File: config.mk
export PLATFORM = sky130hd
export DESIGN_NAME = qte_cordic
export DESIGN_NICKNAME = d
export VERILOG_FILES = /design/src/hdl/quaternion_to_euler_angles_top_defines.svh /design/src/hdl/qte_pkg.sv /design/src/hdl/qte_cordic.sv
export SDC_FILE = /design/constraint.sdc
export NUM_CORES = 2
export LEC_CHECK = 0
export BUFFER_PORTS_ARGS = -buffer_cell sky130_fd_sc_hd__buf_2
export CAP_MARGIN = 20
export CORE_ASPECT_RATIO = 1.1
export CORE_UTILIZATION = 60
export DETAILED_ROUTE_END_ITERATION = 16
export PLACE_DENSITY = 0.8
export SLEW_MARGIN = 5
export SYNTH_ARGS = -nofsm -noshare
export SYNTH_HDL_FRONTEND = slang
export SYNTH_SLANG_ARGS = --single-unit
File: constraint.sdc
create_clock -name clk -period 5.9 [get_ports clk]
set_input_delay 0.59 -clock clk [delete_from_list [all_inputs] [get_ports clk]]
set_output_delay 0.59 -clock clk [all_outputs]
set_load 0.03 [all_outputs]
File: src/hdl/quaternion_to_euler_angles_top_defines.svh
// Assertion macros for the quaternion to Euler angle pipeline.
// Included by the top-level RTL file, which checks its own logic; no other dependencies.
`ifndef QUATERNION_TO_EULER_ANGLES_TOP_DEFINES_SVH
`define QUATERNION_TO_EULER_ANGLES_TOP_DEFINES_SVH
`ifndef SYNTHESIS
// same-cycle implication, sampled on clk, off during reset
`define QTE_ASSERT_IMP(label, ante, cons, msg) \
    label: assert property (@(posedge clk) disable iff (!rst_n) (ante) |-> (cons)) \
        else $error(msg);
// next-cycle implication, sampled on clk, off during reset
`define QTE_ASSERT_NXT(label, ante, cons, msg) \
    label: assert property (@(posedge clk) disable iff (!rst_n) (ante) |=> (cons)) \
        else $error(msg);
`else
`define QTE_ASSERT_IMP(label, ante, cons, msg)
`define QTE_ASSERT_NXT(label, ante, cons, msg)
`endif
`endif

File: src/hdl/qte_pkg.sv
// Shared constants, types and the CORDIC angle table for the quaternion to
// Euler angle pipeline. No dependencies.
package qte_pkg;

    localparam int Q_W            = 16;   // quaternion component width
    localparam int MW             = 35;   // rotation matrix term width (Q.28)
    localparam int R20_W          = 30;   // clamped r20 width
    localparam int RAD_W          = 57;   // sqrt radicand width
    localparam int SQ_W           = 58;   // sqrt working width
    localparam int SQRT_STEPS     = 29;   // one result bit per stage
    localparam int ROOT_W         = 29;
    localparam int CW             = 37;   // CORDIC x/y width
    localparam int ZW             = 25;   // CORDIC angle width (Q.20)
    localparam int ANGLE_W        = 16;
    localparam int PITCH_W        = 15;

    localparam int CORDIC_ITERATIONS = 14;
    localparam int ATAN_TABLE_LEN    = 24;
    localparam int CORDIC_STAGES     = (CORDIC_ITERATIONS > ATAN_TABLE_LEN) ?
                                       ATAN_TABLE_LEN : CORDIC_ITERATIONS;
    // pre-rotation stage, iterations, rounding stage
    localparam int CORDIC_LAT        = CORDIC_STAGES + 2;

    localparam int PI_Q20            = 3294199;
    localparam int LIMIT_PI_Q13      = 25736;
    localparam int LIMIT_HALF_PI_Q13 = 12868;
    localparam int ONE_Q28           = 268435456;

    // payload carried alongside the square root
    typedef struct packed {
        logic signed [MW-1:0]    r00;
        logic signed [MW-1:0]    r10;
        logic signed [MW-1:0]    r21;
        logic signed [MW-1:0]    r22;
        logic signed [R20_W-1:0] r20;
        logic                    clamped;
    } side_t;

    // per-instance CORDIC output handling
    typedef struct packed {
        logic negate;
        logic half_range;
    } cordic_mode_t;

    // atan(2^-i) in Q.20, rounded to nearest
    function automatic logic [19:0] atan_q20(input int idx);
        logic [19:0] val;
        case (idx)
            0:       val = 20'd823550;
            1:       val = 20'd486170;
            2:       val = 20'd256879;
            3:       val = 20'd130396;
            4:       val = 20'd65451;
            5:       val = 20'd32757;
            6:       val = 20'd16383;
            7:       val = 20'd8192;
            8:       val = 20'd4096;
            9:       val = 20'd2048;
            10:      val = 20'd1024;
            11:      val = 20'd512;
            12:      val = 20'd256;
            13:      val = 20'd128;
            14:      val = 20'd64;
            15:      val = 20'd32;
            16:      val = 20'd16;
            17:      val = 20'd8;
            18:      val = 20'd4;
            19:      val = 20'd2;
            20:      val = 20'd1;
            default: val = 20'd0;
        endcase
        return val;
    endfunction

endpackage

File: src/hdl/qte_cordic.sv
// Pipelined vectoring CORDIC atan2 with rounding to Q3.13 and saturation.
// Depends on qte_pkg.
module qte_cordic import qte_pkg::*;
(
    input  logic                      clk,
    input  logic                      en,
    input  cordic_mode_t              mode,
    input  logic signed [MW-1:0]      y_in,
    input  logic signed [MW-1:0]      x_in,
    output logic signed [ANGLE_W-1:0] angle
);

    logic signed [CW-1:0] x_reg [CORDIC_STAGES+1];
    logic signed [CW-1:0] y_reg [CORDIC_STAGES+1];
    logic signed [ZW-1:0] z_reg [CORDIC_STAGES+1];
    logic                 zero_reg [CORDIC_STAGES+1];
    logic signed [ANGLE_W-1:0] angle_reg;

    logic signed [CW-1:0] xs, ys;
    logic signed [ZW:0] z_wide, zz, rnd, lim;

    assign xs = CW'(x_in);
    assign ys = CW'(y_in);

    // fold the left half-plane onto the right
    always_ff @(posedge clk)
    begin
        if (en)
        begin
            zero_reg[0] <= (x_in == '0) && (y_in == '0);
            if (x_in < 0)
            begin
                x_reg[0] <= -xs;
                y_reg[0] <= -ys;
                z_reg[0] <= (y_in >= 0) ? ZW'(PI_Q20) : -ZW'(PI_Q20);
            end
            else
            begin
                x_reg[0] <= xs;
                y_reg[0] <= ys;
                z_reg[0] <= '0;
            end
        end
    end

    for (genvar i = 0; i < CORDIC_STAGES; i++)
    begin : g_iter
        localparam logic signed [ZW-1:0] ATAN = ZW'({1'b0, atan_q20(i)});

        // rotate toward the x axis
        always_ff @(posedge clk)
        begin
            if (en)
            begin
                zero_reg[i+1] <= zero_reg[i];
                if (y_reg[i] >= 0)
                begin
                    x_reg[i+1] <= x_reg[i] + (y_reg[i] >>> i);
                    y_reg[i+1] <= y_reg[i] - (x_reg[i] >>> i);
                    z_reg[i+1] <= z_reg[i] + ATAN;
                end
                else
                begin
                    x_reg[i+1] <= x_reg[i] - (y_reg[i] >>> i);
                    y_reg[i+1] <= y_reg[i] + (x_reg[i] >>> i);
                    z_reg[i+1] <= z_reg[i] - ATAN;
                end
            end
        end
    end

    // negate, round Q.20 to Q3.13 and saturate
    always_comb
    begin
        z_wide = (ZW+1)'(z_reg[CORDIC_STAGES]);
        if (zero_reg[CORDIC_STAGES])
        begin
            zz = '0;
        end
        else if (mode.negate)
        begin
            zz = -z_wide;
        end
        else
        begin
            zz = z_wide;
        end
        rnd = (zz + (ZW+1)'(64)) >>> 7;
        lim = mode.half_range ? (ZW+1)'(LIMIT_HALF_PI_Q13) : (ZW+1)'(LIMIT_PI_Q13);
    end

    always_ff @(posedge clk)
    begin
        if (en)
        begin
            if (rnd > lim)
            begin
                angle_reg <= ANGLE_W'(lim);
            end
            else if (rnd < -lim)
            begin
                angle_reg <= ANGLE_W'(-lim);
            end
            else
            begin
                angle_reg <= ANGLE_W'(rnd);
            end
        end
    end

    assign angle = angle_reg;

endmodule

* Word-level counts from Yosys, hierarchy flattened
Memories as Yosys holds them, arrays and structs flattened.
Index checks and enable logic that the tools add are counted.
** Storage, ports and cells
- Register bits :: 16
- RAM bits :: 1500
- Input bits :: 74
- Output and inout port bits :: 16
- Word-level logic and storage cells :: 302
- Memories kept :: 4
** Cells by class
- Add/sub/neg operators :: 88
- Order comparisons :: 18
- Muxes and demuxes :: 143
- Bitwise operators :: 45
- Reduce and logical (&&, ||, !) cells :: 3
** Memory list
- x_reg :: words 15, bits a word 37, read ports 14, clocked after Yosys merged registers in 0, wr ports 15, line qte_cordic.sv:13 : logic signed [CW-1:0] x_reg [CORDIC_STAGES+1];
- y_reg :: words 15, bits a word 37, read ports 14, clocked after Yosys merged registers in 0, wr ports 15, line qte_cordic.sv:14 : logic signed [CW-1:0] y_reg [CORDIC_STAGES+1];
- z_reg :: words 15, bits a word 25, read ports 15, clocked after Yosys merged registers in 0, wr ports 15, line qte_cordic.sv:15 : logic signed [ZW-1:0] z_reg [CORDIC_STAGES+1];
- zero_reg :: words 15, bits a word 1, read ports 15, clocked after Yosys merged registers in 0, wr ports 15, line qte_cordic.sv:16 : logic zero_reg [CORDIC_STAGES+1];
** Operators by type and width (number)
- 37-bit two-way mux :: 30
- 37-bit by 1-bit greater-or-equal comparator with 1-bit output, second input constant :: 14
- 25-bit two-way mux :: 16
- 1-bit two-way mux :: 92
- 37-bit by 24-bit adder with 37-bit output :: 2
- 37-bit by 25-bit adder with 37-bit output :: 2
- 37-bit by 26-bit adder with 37-bit output :: 2
- 37-bit by 27-bit adder with 37-bit output :: 2
- 37-bit by 28-bit adder with 37-bit output :: 2
- 37-bit by 29-bit adder with 37-bit output :: 2
- 37-bit by 30-bit adder with 37-bit output :: 2
- 37-bit by 31-bit adder with 37-bit output :: 2
- 37-bit by 32-bit adder with 37-bit output :: 2
- 37-bit by 33-bit adder with 37-bit output :: 2
- 37-bit by 34-bit adder with 37-bit output :: 2
- 37-bit by 35-bit adder with 37-bit output :: 2
- 37-bit by 36-bit adder with 37-bit output :: 2
- 35-bit negation with 37-bit output :: 2
- 37-bit by 24-bit subtractor with 37-bit output :: 2
- 37-bit by 25-bit subtractor with 37-bit output :: 2
- 37-bit by 26-bit subtractor with 37-bit output :: 2
- 37-bit by 27-bit subtractor with 37-bit output :: 2
- 37-bit by 28-bit subtractor with 37-bit output :: 2
- 37-bit by 29-bit subtractor with 37-bit output :: 2
- 48 further kinds :: 105

* Longest topological paths before layout
An unclocked memory read counts as a cell.
- Depth after elaboration :: 8
- Gate-level depth with buffers :: 24
- Mapped depth without buffers :: 22

* Worst setup path after synthesis
Ideal clock, no wire load.
- Path kind :: input -> register
- Start point :: input en
- End point :: memory y_reg[3][26], in the netlist y_reg[0][137], data pin
- Setup time :: 0.258 ns
- Arrival :: 5.205 ns
- Required time :: 5.642 ns
- Setup slack :: 0.436 ns
- Stages :: 21
- Path buffers :: 4
- Cells stage by stage :: clkbuf_1 clkbuf_1 nand2_1 inv_1 clkbuf_1 buf_1 nor2_1 xor2_1 ha_1 a21o_1 a21oi_1 o21bai_1 a2111oi_0 o2111ai_1 a311oi_1 nor2_1 o31a_1 nor3_1 o21bai_1 a21oi_1 xnor2_1
** RTL lines
- from (decl) :: line qte_cordic.sv:6 : input logic en,
- to (decl) :: line qte_cordic.sv:14

==> metrics.csv <==
metric,value,unit
synth warn,0,
Setup CP Type,reg -> reg,
die area,0.1876,mm2
Syn Std Cell Area,0.1115,mm2
synthesized instance count,11760,
post-CTS setup buffer count,0,
DR WL/cell,21.61,um
total track usage,32.40,%
maximum buffer depth of the clock tree,3,
Final setup viols,0,
Reg2Reg Setup Slack,0.31,ns
"wirelength, routed",312000,um
Die Y,454.2,um
vias in the first global route,87830,
RSZ-0062 raised after global routing,false,
Rows,165,
DRT Pass-1 Iters,7,
Via density,6.259,
Largest register FFs,481,
Final Cycle Share,94.79,%
via count,90360,
final hold vios,0,
First DRT Iteration DRCs,6861,
gp weighted congestion,1.025,
max-slew violations,0,
DRT antenna net count,0,
CP Data Arrival Time,6.16,ns
sequential fraction of the synthesis area,35.89,%
CP Launch Point,y_reg[0][268],
fraction of layout cells with a size suffix above 1,4.653,%
CTS tree,built,
DRC Markers,0,
core area,0.1842,mm2
status,"complete, no violations",
Period minus WS final,5.593,ns
Sinks on Clock Net,1333,
Synth top area share,35.89,%
CP Capture Type,flop,
ranking of synthesized cells by area,"edfxtp_1 (36%), ha_1 (14%), xnor2_1 (9.1%)",
Synth-to-Final Area Change,7.536,%
#FFs+latches synth,1333,
synth unique cells,94,
asr flop ratio synth,0,%
cell with the most instances after synthesis,edfxtp_1,
"Avg Cell Area, Syn",9.489,um2
Setup crit start kind,flop,
leading area contributor after synthesis,edfxtp_1,
port bufs,89,
num ports,90,
"top cells by count, synth","edfxtp_1 (1333), ha_1 (1210), xnor2_1 (1161), a21oi_1 (1124), nor2_1 (1033)",
worst r2r path cells,21,
CTS root buffer,clkbuf_16,
dpl hpwl,249700,um
initial antenna violation count,4,
f_max,178.8,MHz
"Reg clk slew, reported paths",0.06,ns
largest net degree at the start of global routing,197,
Setup Skew,0.02864,ns
Die Span X,413.1,um
Min-Delay Path Class,in -> reg,
Slew HR,23.33,%
Post-synth top flop,edfxtp_1,
Max Cap Viol,0,
Syn Nets,13080,
r2r endpoint,x_reg[1][36],
Final #Nets,13230,
Post-synth EDFFs,1333,
crit-path max FO,7,
Fin Setup TNS,0,ns
Worst EP required,6.47,ns
Starting Density,60.57,%
Max H-tree Level,4,
global-route wire length before repair,479800,um
reg2reg start,y_reg[0][268],
worst setup path endpoint,x_reg[1][36],
total global routing overflow,0,
Least-Margin Pin Slew,1.150,ns
clock buffer count from CTS,146,
Clock Latency Late Sink,0.84,ns
layout make-up:
| class | count | area [um2] |
|---|---|---|
| multi-input combinational | 9654 | 68630 |
| fill | 14780 | 64200 |
| sequential | 1333 | 40030 |
| clock buffer | 166 | 3750 |
| tap | 2421 | 3029 |
| inverter | 561 | 2106 |
| timing repair buffer | 206 | 1419 |
| clock inverter | 93 | 974.7 |
| antenna | 3 | 7.507 |
placed cells by master (no fill, tap or decap), types with 65 or more instances in the layout:
cell type	count
nor2_1	1033
nand3_1	203
nor3_1	309
clkbuf_16	147
and3_1	91
or3_1	97
or2_2	65
o21a_1	140
buf_4	109
xnor2_1	1161
xor2_1	553
o21bai_1	148
o31ai_1	165
nand2_1	694
edfxtp_1	1333
a21oi_1	1124
nor4_1	110
a211oi_1	88
buf_2	88
nor2b_1	148
a31oi_1	97
o41ai_1	74
a21o_1	457
ha_1	1210
nand2b_1	192
inv_1	552
o21ai_0	683
what timing repair did:
item / 4_1_cts / 5_1_grt
hold buffers: 2 / 0
hold endpoints to repair: 2 / 0
resized for setup: 0 / 3
setup endpoints to repair: 0 / 3
worst max-delay path, cell delays in order, from the launching register on:
cell,delay [ns]
edfxtp_1,0.51
nor3_1,0.28
nand3_1,0.13
or2_2,0.32
or3_1,0.44
nor3b_1,0.22
buf_4,0.17
nand2_1,0.18
o21ai_0,0.27
xor2_1,0.31
ha_1,0.37
a21o_1,0.20
a21o_1,0.17
a21o_1,0.19
a21oi_1,0.18
o21ai_0,0.11
o311ai_0,0.49
a31oi_1,0.26
nand4_1,0.17
nand4b_1,0.10
a21oi_1,0.19
xnor2_1,0.08
routing by layer:
layer  vias to the layer above  wire length [um]  global-route usage [%]
met5                         -                20                       0
met4                         2             19590                   18.92
met3                       820             14020                   3.555
met2                      2745            156900                   58.10
met1                     43130            121400                   37.15
li1                      43660                 -                       -
logic make-up after synthesis:
kind of cell             share of synthesized area, %
AO/OA/AOI/OAI                                   19.38
AND/OR/NAND/NOR                                 13.95
XOR/XNOR                                        13.46
flip-flops                                      35.89
adder cells (fa/ha/maj)                         14.33
buffers and inverters                           2.606
multiplexers                                   0.3881
through the flow:
stage	cell area, um2	util (%)	hold WS (ns)	setup WS [ns]	instances
finish	119900	65.14	0.06297	0.3074	14440
floorplan	111500	-	0.4003	0.4364	11760
global placement	115200	62.54	0.4002	0.4031	14170
CTS	119900	65.12	0.01205	0.3524	14430
global route	119900	65.13	0.04253	0.02668	14440
detailed placement	115200	62.54	0.4045	0.2497	14170
worst min-delay path by stage:
stage | start | end | slack (ns) | depth (start not counted)
after detailed placement | z_reg[1][0] | z_reg[1][25] | 0.40 | 0
final | x_in[18] | x_reg[0][18] | 0.06 | 2
after CTS | x_in[18] | x_reg[0][18] | 0.01 | 2
after floorplan | z_reg[0][75] | z_reg[0][100] | 0.40 | 0
after global routing | x_in[18] | x_reg[0][18] | 0.04 | 2
after global placement | z_reg[1][0] | z_reg[1][25] | 0.40 | 0
Power is not shown: default switching activity piles up to over one toggle a cycle in this logic, so the estimate is an artifact.
